==> src/rtl/core/spq_pkg.sv <==
`timescale 1ns / 1ps

package spq_pkg;

    typedef enum logic {
        REQ_ENQ = 1'b0,
        REQ_DEQ = 1'b1
    } req_t;

    typedef enum logic [1:0] {
        ERR_OK    = 2'd0,
        ERR_FULL  = 2'd1,
        ERR_EMPTY = 2'd2
    } err_t;

    typedef enum logic [2:0] {
        S_IDLE,
        S_ENQ_RD,
        S_ENQ_CMP,
        S_DEQ_RD,
        S_DEQ_WR,
        S_DONE
    } state_t;

    // Status of the queue after one request, as handed to the output stage.
    typedef struct packed {
        logic empty;
        logic full;
        err_t err;
    } spq_status_t;

endpackage

==> src/rtl/core/sorted_priority_queue_unit.sv <==
`timescale 1ns / 1ps

// Channel  Handshake             Payload
// in       in_valid / in_stall   req_type, entry_data, entry_priority
// out      out_valid / out_stall head_data, head_priority, is_empty, is_full,
//                                error_code
//
// One request is handled at a time; in_stall is high from a transfer until
// its result has been loaded into the output register.
// An enqueue moves each entry that must go behind the new one back one slot,
// then writes the new entry; a dequeue moves each remaining entry forward one
// slot. The entry memory is accessed at most once a cycle, one read and one
// write per moved entry.
// A rejected request (full enqueue, empty dequeue) goes straight to the last
// step of the sequencer and leaves the entry memory alone.
// rst_n clears the entry count; the entry memory itself is not cleared.
// A result stalled in the output register holds the next result in the
// sequencer's last step; the work before that step goes on.

module sorted_priority_queue_unit #(
    parameter int DEPTH      = 16,
    parameter int DATA_WIDTH = 32,
    parameter int PRIO_WIDTH = 8
) (
    input  logic                  clk,
    input  logic                  rst_n,
    input  logic                  in_valid,
    output logic                  in_stall,
    input  logic                  req_type,
    input  logic [DATA_WIDTH-1:0] entry_data,
    input  logic [PRIO_WIDTH-1:0] entry_priority,
    output logic                  out_valid,
    input  logic                  out_stall,
    output logic [DATA_WIDTH-1:0] head_data,
    output logic [PRIO_WIDTH-1:0] head_priority,
    output logic                  is_empty,
    output logic                  is_full,
    output logic [1:0]            error_code
);

    import spq_pkg::*;

    localparam int IDX_W = $clog2(DEPTH);
    localparam int ENT_W = PRIO_WIDTH + DATA_WIDTH;

    logic                  seq_idle;
    logic                  seq_emit;
    logic                  start;
    logic                  out_free;
    logic [DATA_WIDTH-1:0] seq_head_data;
    logic [PRIO_WIDTH-1:0] seq_head_prio;
    spq_status_t           seq_status;

    logic                  mem_wr_en;
    logic [IDX_W-1:0]      mem_wr_addr;
    logic [ENT_W-1:0]      mem_wr_data;
    logic                  mem_rd_en;
    logic [IDX_W-1:0]      mem_rd_addr;
    logic [ENT_W-1:0]      mem_rd_data;

    logic                  out_valid_reg, out_valid_next;
    logic [DATA_WIDTH-1:0] head_data_reg;
    logic [PRIO_WIDTH-1:0] head_prio_reg;
    spq_status_t           status_reg;

    assign in_stall = !seq_idle;
    assign start    = in_valid && seq_idle;
    assign out_free = !out_valid_reg || !out_stall;

    spq_seq #(
        .DEPTH      (DEPTH),
        .DATA_WIDTH (DATA_WIDTH),
        .PRIO_WIDTH (PRIO_WIDTH)
    ) u_seq (
        .clk            (clk),
        .rst_n          (rst_n),
        .start          (start),
        .req_type       (req_type),
        .entry_data     (entry_data),
        .entry_priority (entry_priority),
        .out_free       (out_free),
        .idle           (seq_idle),
        .emit           (seq_emit),
        .head_data      (seq_head_data),
        .head_priority  (seq_head_prio),
        .status         (seq_status),
        .mem_wr_en      (mem_wr_en),
        .mem_wr_addr    (mem_wr_addr),
        .mem_wr_data    (mem_wr_data),
        .mem_rd_en      (mem_rd_en),
        .mem_rd_addr    (mem_rd_addr),
        .mem_rd_data    (mem_rd_data)
    );

    spq_mem #(
        .DEPTH (DEPTH),
        .WIDTH (ENT_W)
    ) u_mem (
        .clk     (clk),
        .wr_en   (mem_wr_en),
        .wr_addr (mem_wr_addr),
        .wr_data (mem_wr_data),
        .rd_en   (mem_rd_en),
        .rd_addr (mem_rd_addr),
        .rd_data (mem_rd_data)
    );

    always_comb
    begin
        if (seq_emit)
        begin
            out_valid_next = 1'b1;
        end
        else if (out_stall)
        begin
            out_valid_next = out_valid_reg;
        end
        else
        begin
            out_valid_next = 1'b0;
        end
    end

    always_ff @(posedge clk or negedge rst_n)
    begin
        if (!rst_n)
        begin
            out_valid_reg <= 1'b0;
        end
        else
        begin
            out_valid_reg <= out_valid_next;
        end
    end

    always_ff @(posedge clk)
    begin
        if (seq_emit)
        begin
            head_data_reg <= seq_head_data;
            head_prio_reg <= seq_head_prio;
            status_reg    <= seq_status;
        end
    end

    assign out_valid     = out_valid_reg;
    assign head_data     = head_data_reg;
    assign head_priority = head_prio_reg;
    assign is_empty      = status_reg.empty;
    assign is_full       = status_reg.full;
    assign error_code    = status_reg.err;

endmodule

==> src/rtl/core/spq_mem.sv <==
`timescale 1ns / 1ps

module spq_mem #(
    parameter int DEPTH = 16,
    parameter int WIDTH = 40
) (
    input  logic                     clk,
    input  logic                     wr_en,
    input  logic [$clog2(DEPTH)-1:0] wr_addr,
    input  logic [WIDTH-1:0]         wr_data,
    input  logic                     rd_en,
    input  logic [$clog2(DEPTH)-1:0] rd_addr,
    output logic [WIDTH-1:0]         rd_data
);

    logic [WIDTH-1:0] mem [DEPTH];
    logic [WIDTH-1:0] rd_data_reg;

    always_ff @(posedge clk)
    begin
        if (wr_en)
        begin
            mem[wr_addr] <= wr_data;
        end
    end

    always_ff @(posedge clk)
    begin
        if (rd_en)
        begin
            rd_data_reg <= mem[rd_addr];
        end
    end

    assign rd_data = rd_data_reg;

endmodule

==> src/rtl/core/spq_seq.sv <==
`timescale 1ns / 1ps

module spq_seq #(
    parameter int DEPTH      = 16,
    parameter int DATA_WIDTH = 32,
    parameter int PRIO_WIDTH = 8
) (
    input  logic                             clk,
    input  logic                             rst_n,
    input  logic                             start,
    input  logic                             req_type,
    input  logic [DATA_WIDTH-1:0]            entry_data,
    input  logic [PRIO_WIDTH-1:0]            entry_priority,
    input  logic                             out_free,
    output logic                             idle,
    output logic                             emit,
    output logic [DATA_WIDTH-1:0]            head_data,
    output logic [PRIO_WIDTH-1:0]            head_priority,
    output spq_pkg::spq_status_t             status,
    output logic                             mem_wr_en,
    output logic [$clog2(DEPTH)-1:0]         mem_wr_addr,
    output logic [PRIO_WIDTH+DATA_WIDTH-1:0] mem_wr_data,
    output logic                             mem_rd_en,
    output logic [$clog2(DEPTH)-1:0]         mem_rd_addr,
    input  logic [PRIO_WIDTH+DATA_WIDTH-1:0] mem_rd_data
);

    import spq_pkg::*;

    localparam int IDX_W = $clog2(DEPTH);
    localparam int CNT_W = $clog2(DEPTH + 1);
    localparam logic [CNT_W-1:0] FULL_CNT = CNT_W'(DEPTH);

    state_t                state_reg, state_next;
    logic [CNT_W-1:0]      count_reg, count_next;
    logic [CNT_W-1:0]      idx_reg, idx_next;
    err_t                  err_reg, err_next;
    logic [DATA_WIDTH-1:0] data_reg, data_next;
    logic [PRIO_WIDTH-1:0] prio_reg, prio_next;
    logic [DATA_WIDTH-1:0] head_data_reg, head_data_next;
    logic [PRIO_WIDTH-1:0] head_prio_reg, head_prio_next;

    logic [CNT_W-1:0]      idx_dec;
    logic [CNT_W-1:0]      idx_inc;
    logic [DATA_WIDTH-1:0] rd_entry_data;
    logic [PRIO_WIDTH-1:0] rd_entry_prio;
    logic                  shift_up;

    assign idx_dec       = idx_reg - 1'b1;
    assign idx_inc       = idx_reg + 1'b1;
    assign rd_entry_data = mem_rd_data[DATA_WIDTH-1:0];
    assign rd_entry_prio = mem_rd_data[DATA_WIDTH +: PRIO_WIDTH];

    // The stored entries are always in non-decreasing priority order. The new
    // entry moves down past every larger key, and past equal keys too except
    // the head's, so that a tie with the head lands right behind it.
    assign shift_up = (rd_entry_prio > prio_reg) ||
                      ((idx_reg != CNT_W'(1)) && (rd_entry_prio == prio_reg));

    always_ff @(posedge clk or negedge rst_n)
    begin
        if (!rst_n)
        begin
            state_reg <= S_IDLE;
            count_reg <= '0;
            idx_reg   <= '0;
            err_reg   <= ERR_OK;
        end
        else
        begin
            state_reg <= state_next;
            count_reg <= count_next;
            idx_reg   <= idx_next;
            err_reg   <= err_next;
        end
    end

    always_ff @(posedge clk)
    begin
        data_reg      <= data_next;
        prio_reg      <= prio_next;
        head_data_reg <= head_data_next;
        head_prio_reg <= head_prio_next;
    end

    always_comb
    begin
        state_next     = state_reg;
        count_next     = count_reg;
        idx_next       = idx_reg;
        err_next       = err_reg;
        data_next      = data_reg;
        prio_next      = prio_reg;
        head_data_next = head_data_reg;
        head_prio_next = head_prio_reg;
        idle           = 1'b0;
        emit           = 1'b0;
        mem_wr_en      = 1'b0;
        mem_wr_addr    = idx_reg[IDX_W-1:0];
        mem_wr_data    = {prio_reg, data_reg};
        mem_rd_en      = 1'b0;
        mem_rd_addr    = idx_reg[IDX_W-1:0];

        unique case (state_reg)
            S_IDLE:
            begin
                idle = 1'b1;
                if (start)
                begin
                    data_next = entry_data;
                    prio_next = entry_priority;
                    err_next  = ERR_OK;
                    if (req_type == REQ_ENQ)
                    begin
                        idx_next = count_reg;
                        if (count_reg == FULL_CNT)
                        begin
                            err_next   = ERR_FULL;
                            state_next = S_DONE;
                        end
                        else
                        begin
                            state_next = S_ENQ_RD;
                        end
                    end
                    else
                    begin
                        idx_next = CNT_W'(1);
                        if (count_reg == '0)
                        begin
                            err_next   = ERR_EMPTY;
                            state_next = S_DONE;
                        end
                        else
                        begin
                            state_next = S_DEQ_RD;
                        end
                    end
                end
            end

            S_ENQ_RD:
            begin
                if (idx_reg == '0)
                begin
                    // The new entry becomes the head.
                    mem_wr_en      = 1'b1;
                    head_data_next = data_reg;
                    head_prio_next = prio_reg;
                    count_next     = count_reg + 1'b1;
                    state_next     = S_DONE;
                end
                else
                begin
                    mem_rd_en   = 1'b1;
                    mem_rd_addr = idx_dec[IDX_W-1:0];
                    state_next  = S_ENQ_CMP;
                end
            end

            S_ENQ_CMP:
            begin
                mem_wr_en = 1'b1;
                if (shift_up)
                begin
                    mem_wr_data = mem_rd_data;
                    idx_next    = idx_dec;
                    state_next  = S_ENQ_RD;
                end
                else
                begin
                    count_next = count_reg + 1'b1;
                    state_next = S_DONE;
                end
            end

            S_DEQ_RD:
            begin
                if (idx_reg == count_reg)
                begin
                    count_next = count_reg - 1'b1;
                    state_next = S_DONE;
                end
                else
                begin
                    mem_rd_en  = 1'b1;
                    state_next = S_DEQ_WR;
                end
            end

            S_DEQ_WR:
            begin
                mem_wr_en   = 1'b1;
                mem_wr_addr = idx_dec[IDX_W-1:0];
                mem_wr_data = mem_rd_data;
                if (idx_reg == CNT_W'(1))
                begin
                    head_data_next = rd_entry_data;
                    head_prio_next = rd_entry_prio;
                end
                idx_next   = idx_inc;
                state_next = S_DEQ_RD;
            end

            S_DONE:
            begin
                if (out_free)
                begin
                    emit       = 1'b1;
                    state_next = S_IDLE;
                end
            end

            default:
            begin
                state_next = S_IDLE;
            end
        endcase
    end

    assign status.empty  = (count_reg == '0);
    assign status.full   = (count_reg == FULL_CNT);
    assign status.err    = err_reg;
    assign head_data     = status.empty ? '0 : head_data_reg;
    assign head_priority = status.empty ? '0 : head_prio_reg;

`ifndef ASSERT_OFF
    a_count_bound: assert property (@(posedge clk) disable iff (!rst_n)
        count_reg <= FULL_CNT)
        else $error("entry count exceeds queue depth");

    a_start_idle: assert property (@(posedge clk) disable iff (!rst_n)
        start |-> (state_reg == S_IDLE))
        else $error("request started while sequencer busy");

    a_cmp_after_rd: assert property (@(posedge clk) disable iff (!rst_n)
        (state_reg == S_ENQ_CMP) |-> ($past(state_reg) == S_ENQ_RD))
        else $error("compare step without preceding read");

    a_full_err: assert property (@(posedge clk) disable iff (!rst_n)
        (emit && (err_reg == ERR_FULL)) |-> status.full)
        else $error("dropped enqueue reported on a queue that is not full");

    a_empty_err: assert property (@(posedge clk) disable iff (!rst_n)
        (emit && (err_reg == ERR_EMPTY)) |-> status.empty)
        else $error("empty dequeue reported on a queue that holds entries");
`endif

endmodule

==> config.mk <==
export PLATFORM = sky130hd
export DESIGN_NAME = sorted_priority_queue_unit
export DESIGN_NICKNAME = d
export VERILOG_FILES = /design/src/rtl/core/spq_pkg.sv /design/src/rtl/core/sorted_priority_queue_unit.sv /design/src/rtl/core/spq_mem.sv /design/src/rtl/core/spq_seq.sv
export SDC_FILE = /design/constraint.sdc
export NUM_CORES = 1
export LEC_CHECK = 0
export ABC_CLOCK_PERIOD_IN_PS = 5800
export BUFFER_PORTS_ARGS = -buffer_cell sky130_fd_sc_hd__buf_2
export CORE_AREA = 2 2 264 266
export CTS_BUF_LIST = sky130_fd_sc_hd__clkbuf_2
export CTS_CLUSTER_DIAMETER = 40
export CTS_CLUSTER_SIZE = 14
export DETAILED_ROUTE_END_ITERATION = 8
export DIE_AREA = 0 0 266 268
export GPL_ROUTABILITY_DRIVEN = 0
export HOLD_SLACK_MARGIN = 0.05
export PLACE_DENSITY = 0.8
export RECOVER_POWER = 50
export SYNTH_ARGS = -nofsm -noshare
export SYNTH_HDL_FRONTEND = slang
export SYNTH_SLANG_ARGS = --single-unit
==> constraint.sdc <==
create_clock -name clk -period 5.8 [get_ports clk]
set_clock_uncertainty 0.2 [all_clocks]
set_input_delay 0.29 -clock clk [delete_from_list [all_inputs] [get_ports clk]]
set_output_delay 0.29 -clock clk [all_outputs]
set_load 0.02 [all_outputs]
# Word-level counts from Yosys, hierarchy flattened
# Memory sizes are Yosys's and may differ from the RTL's. A register that Yosys moved wholly into a read port is not among the register bits.
# Index checks and enable logic that the tools add are counted.
[op_classes]
reduce_logical = 19
n_addsub = 4
n_eq_ne = 18
order_cmp = 1
mux = 43
[op_table]
columns = ["operator", "count"]
rows = [
  ["40-bit case mux with 2 select lines", 1],
  ["32-bit two-way mux", 2],
  ["32-bit case mux with 2 select lines", 1],
  ["40-bit two-way mux", 1],
  ["5-bit two-way mux", 6],
  ["5-bit case mux with 3 select lines", 2],
  ["3-bit two-way mux", 7],
  ["3-bit case mux with 6 select lines", 1],
  ["8-bit two-way mux", 2],
  ["8-bit case mux with 2 select lines", 1],
  ["1-bit two-way mux", 12],
  ["4-bit two-way mux", 3],
  ["5-bit by 1-bit adder with 5-bit output, second input constant", 2],
  ["5-bit zero test", 2],
  ["2-bit by 1-bit != test with 1-bit output, second input constant", 5],
  ["5-bit by 1-bit subtractor with 5-bit output, second input constant", 2],
  ["8-bit equality test", 1],
  ["8-bit greater-than comparator", 1],
  ["3-bit by 2-bit equality test with 1-bit output, second input constant", 2],
  ["3-bit equality test, second input constant", 2],
  ["2-bit != test, second input constant", 3],
  ["3-bit AND reduction", 2],
  ["3-bit nonzero test", 2],
  ["5-bit by 1-bit equality test with 1-bit output, second input constant", 1],
  ["14 further kinds", 21],
]
[totals]
register_bits = 140
ramBits = 640
elab_cells = 100
inputBits = 45
output_inout_bits = 46
n_memories = 1
[memory_table]
columns = ["name", "words", "width", "read_ports", "rd_ports_with_merged_regs", "wr", "line", "rtl"]
rows = [
  ["u_mem.mem", 16, 40, 1, 1, 1, "spq_mem.sv:16", "logic [WIDTH-1:0] mem [DEPTH];"],
]

# Longest topological paths before layout
[depth]
depth_word = 5
depth_mapped = 14
ltp_nobuf = 9

# By module
# From an unflattened synthesis, not the netlist that was laid out.
[hier_totals]
hier_cells = 1593
hier_area_um2 = 32218.4
[modules_own_cells]
columns = ["module", "seq_area_each_um2", "area_per_inst_um2", "instances", "cells_per_inst"]
rows = [
  ["spq_mem", 20419.6, 25532.0, 1, 1040],
  ["spq_seq", 2777.7, 5318.9, 1, 504],
  ["sorted_priority_queue_unit", 1346.3, 1367.6, 1, 49],
]

# Worst setup path before layout
# OpenSTA, ideal clock, no wires.
[synth_path]
path_kind = "register to register"
start = "register u_seq.idx_reg[0]"
end = "memory u_mem.mem[1][0], enable pin"
arrival_ps = 4333
synth_period_minus_slack_ps = 4971
required_ps = 5162
slack_ps = 829
path_buffers = 6
setup_ps = 438
path_stages_with_launch = 13
cell_sequence = "dfrtp_1 buf_2 inv_1 clkbuf_1 clkbuf_1 ha_1 clkbuf_1 clkbuf_1 buf_1 nand2_1 o31ai_1 nand2b_1 nor2_1"
[synth_via]
elab_chain_cells = 5
word_cells_on_any_way = 7
classes_between = "add/sub: 1; mux: 5; reduce/logical: 1"
[synth_lines]
columns = ["element", "line", "rtl"]
rows = [
  ["start, declared", "spq_seq.sv:36", "logic [CNT_W-1:0] idx_reg, idx_next;"],
  ["start signal, assigned", "spq_seq.sv:73", "idx_reg <= idx_next;"],
  ["5-bit zero test", "spq_seq.sv:144", "if (idx_reg == '0)"],
  ["1-bit two-way mux", "spq_seq.sv:144", ""],
  ["1-bit case mux with 2 select lines", "spq_seq.sv:104", "unique case (state_reg)"],
  ["1-bit two-way mux", "spq_mem.sv:21", "if (wr_en)"],
  ["1-bit two-way mux (not written as such)", "spq_mem.sv:23", "mem[wr_addr] <= wr_data;"],
  ["end, declared", "spq_mem.sv:16", ""],
]
# Several ways; a longest one is shown, not always the timed one.

# Worst setup path after layout
[layout_path]
start = "register u_seq.idx_reg[0]"
end = "memory u_mem.mem[8][5], enable pin"
# Same word-level chain as after synthesis.

==> metrics <==
row count 96; Synth Net Count 2,443; H-tree levels 3; Cell Count, Final, Fillers Out 3,527; Final period util 86.9%; DRT met1 WL 34,900 um; global route total overflow 0; count leader, synth edfxtp_1; worst hold path type in2reg; Post-DP HPWL 54,000 um; top cells by area, synth edfxtp_1 (65%), mux4_2 (9.9%), mux2i_1 (5.3%); most used cell, CP buf_4; sequential-to-total area share from yosys stat 65.9%; Ys Warns 0; Clk Latency, worst-skew pair 1.31 ns; register area 0.0246 sq mm; PwrDens 538 mW/mm^2; Tmin final 5.04 ns; worst slew pin tran 3.36 ns; Reg2Reg Depth 7; Top Metal Used met5; drt wl/cell 27.1 um; mapped cell area 0.0372 sq mm; largest net degree at the start of global routing 155; number of cells after detailed placement 3,215; Max-slew headroom -124%; Fmax 198 MHz; worst-path cell chain inv_1 -> buf_4 -> ha_1 -> nand2_1 -> o22a_1 -> nor2_2 -> buf_4; GRT Resource Usage Total 26.7%; CP Max Fanout 84; die height 268 um; max_cap viols 11; unrepaired setup endpoints after global routing no; Syn Area/Cell 15.6 sq um; CTS Root Cell clkbuf_2; Worst VDD drop 0.566 mV; multi-input logic area 0.0121 sq mm; CTS tree yes; Post-Synthesis Cells 2,381; vias 23,900; WL final 95,400 um; Worst path depth 7; Max Slew Vio Count 324; initial antenna violation count 5; setup TNS 0 ns; Worst-path clk slew 0.24 ns; hold depth 3; Yosys cell types 61; first-pass GRT wire length 142,000 um; die footprint 0.0713 sq mm; CTS buffer count 100; post-synthesis register bit count 820; Std-Cell Core Area 0.0682 sq mm; clock sink count 820; required time of the critical path 6.53 ns; Util after Layout 60.4%; ys flop type edfxtp_1; Fillers 4,878; initial core utilization 54.6%; max reg flops 640; Ports 91; vias in the first global route 23,700; cell accounting for the most synthesized area edfxtp_1; failing checks capacitance limit, slew limit; asr flop ratio synth 1.95%; Routed met3 length 12,100 um; cell family with most CP delay simple AND/OR/NAND/NOR gates; fraction of layout cells with a size suffix above 1 18.4%; Die Wd 266 um; CTS max path bufs 3; drt initial violations 3,148; Worst path slowest cell nor2_2; Yosys top cell area share 64.9%; routed wl met2 45,000 um; port buffer count 90; Setup CP Type reg2reg; crit start category flip-flop; WP buf/inv 3; DRC 0; CP peak stage delay 1.54 ns; run status finished, violations left; final setup violating endpoints 0; Post-synth EDFFs 804; nature of the critical path endpoint flip-flop; area grow syn2layout 10.8%; final hold vios 0; Tot Pwr 22,200 uW; fin nets 2,618; post-cts resize count 0; Synth top cells by count edfxtp_1 (804), nand2_1 (204), mux2i_1 (198), mux4_2 (164), o22ai_1 (159); post-route ant nets 0; crit path DAT 5.77 ns; Static Leak 0.0137 uW; 1st-pass router iterations 6; vias per cell 6.78
-- worst reg2reg max path: stages (launching register included) --
cell and delay [ns]:
dfrtp_4 0.53, inv_1 0.12, buf_4 0.73, ha_1 0.56, nand2_1 0.18, o22a_1 0.36
nor2_2 1.54, buf_4 0.43
-- layer usage --
| metal | GRT usage (%) | vias to the layer above |
|---|---|---|
| met4 | 10.9 | 2 |
| li1 | - | 10000 |
| met3 | 6.59 | 254 |
| met1 | 35.5 | 11900 |
| met5 | 0 | - |
| met2 | 42.5 | 1753 |
-- kinds of logic after synthesis --
family | Yosys count | share of synthesized area (%)
DFF | 820 | 65.9
muxes | 408 | 16.6
and+or+nand+nor | 445 | 5.93
xor gates and xnor gates | 13 | 0.306
AOI/OAI and AO/OA | 473 | 8.32
buffers and inverters | 205 | 2.29
adders and majority gates | 17 | 0.592
-- cell usage in the layout (no fill, tap or decap), types with 13 or more instances in the layout --
cell	n
nand3b_1	42
a32oi_1	39
mux2i_1	198
clkbuf_2	111
nand3_1	44
buf_4	32
mux2_1	22
bufinv_16	13
buf_2	38
inv_6	19
edfxtp_1	804
o21ai_0	57
a211oi_1	39
a21oi_1	97
ha_1	15
nor2_4	14
o221ai_1	42
nand2_1	203
inv_1	20
nor2_1	21
dlygate4sd3_1	121
clkinvlp_4	14
mux4_2	164
mux2_2	24
dfrtp_1	14
nor2b_1	86
o22ai_1	158
clkbuf_1	56
-- per-stage QoR --
stage | cell area [sq um] | hold WS, ns | setup slack (ns)
finish | 41200 | 0.113 | 0.759
global route | 41200 | 0.0850 | 0.610
CTS | 41400 | 0.0502 | 1.31
detailed placement | 38700 | 0.0500 | 1.36
global placement | 38700 | 0.0330 | 1.49
floorplan | 37200 | -0.206 | 0.829
-- power by group --
part           internal, uW  leakage [uW]  total, uW  switching [uW]
clock network          1260      0.000860       3530            2280
registers              8190       0.00748       8690             494
logic                  3620       0.00532       9950            6330
-- layout make-up --
type                    instances  area share, %
flip-flops and latches        820           59.5
repair buffers                258           4.81
multi-input cells            1356           29.2
well taps                     882           2.68
inverters                      20          0.182
clock buffers                 105           1.27
diodes                          3         0.0182
clock inverters                83           2.29
-- worst paths after layout --
check,slack (ns),end,start
hold / removal,0.11,u_seq.data_reg[12],entry_data[12]
setup reg to reg,0.76,u_mem.mem[8][5],u_seq.idx_reg[0]
setup / recovery,0.76,u_mem.mem[8][5],u_seq.idx_reg[0]
max in group asynchronous,4.25,u_seq.idx_reg[1],rst_n
hold reg to reg,0.30,error_code[0],u_seq.err_reg[0]
min in group asynchronous,0.46,u_seq.idx_reg[0],rst_n
-- what timing repair did --
item,in CTS,in global routing
endpoints found under the setup margin,0,0
hold endpoints to repair,142,0
hold buffers,121,0
buffers inserted,0,0
(Power assumes the default switching activity.)
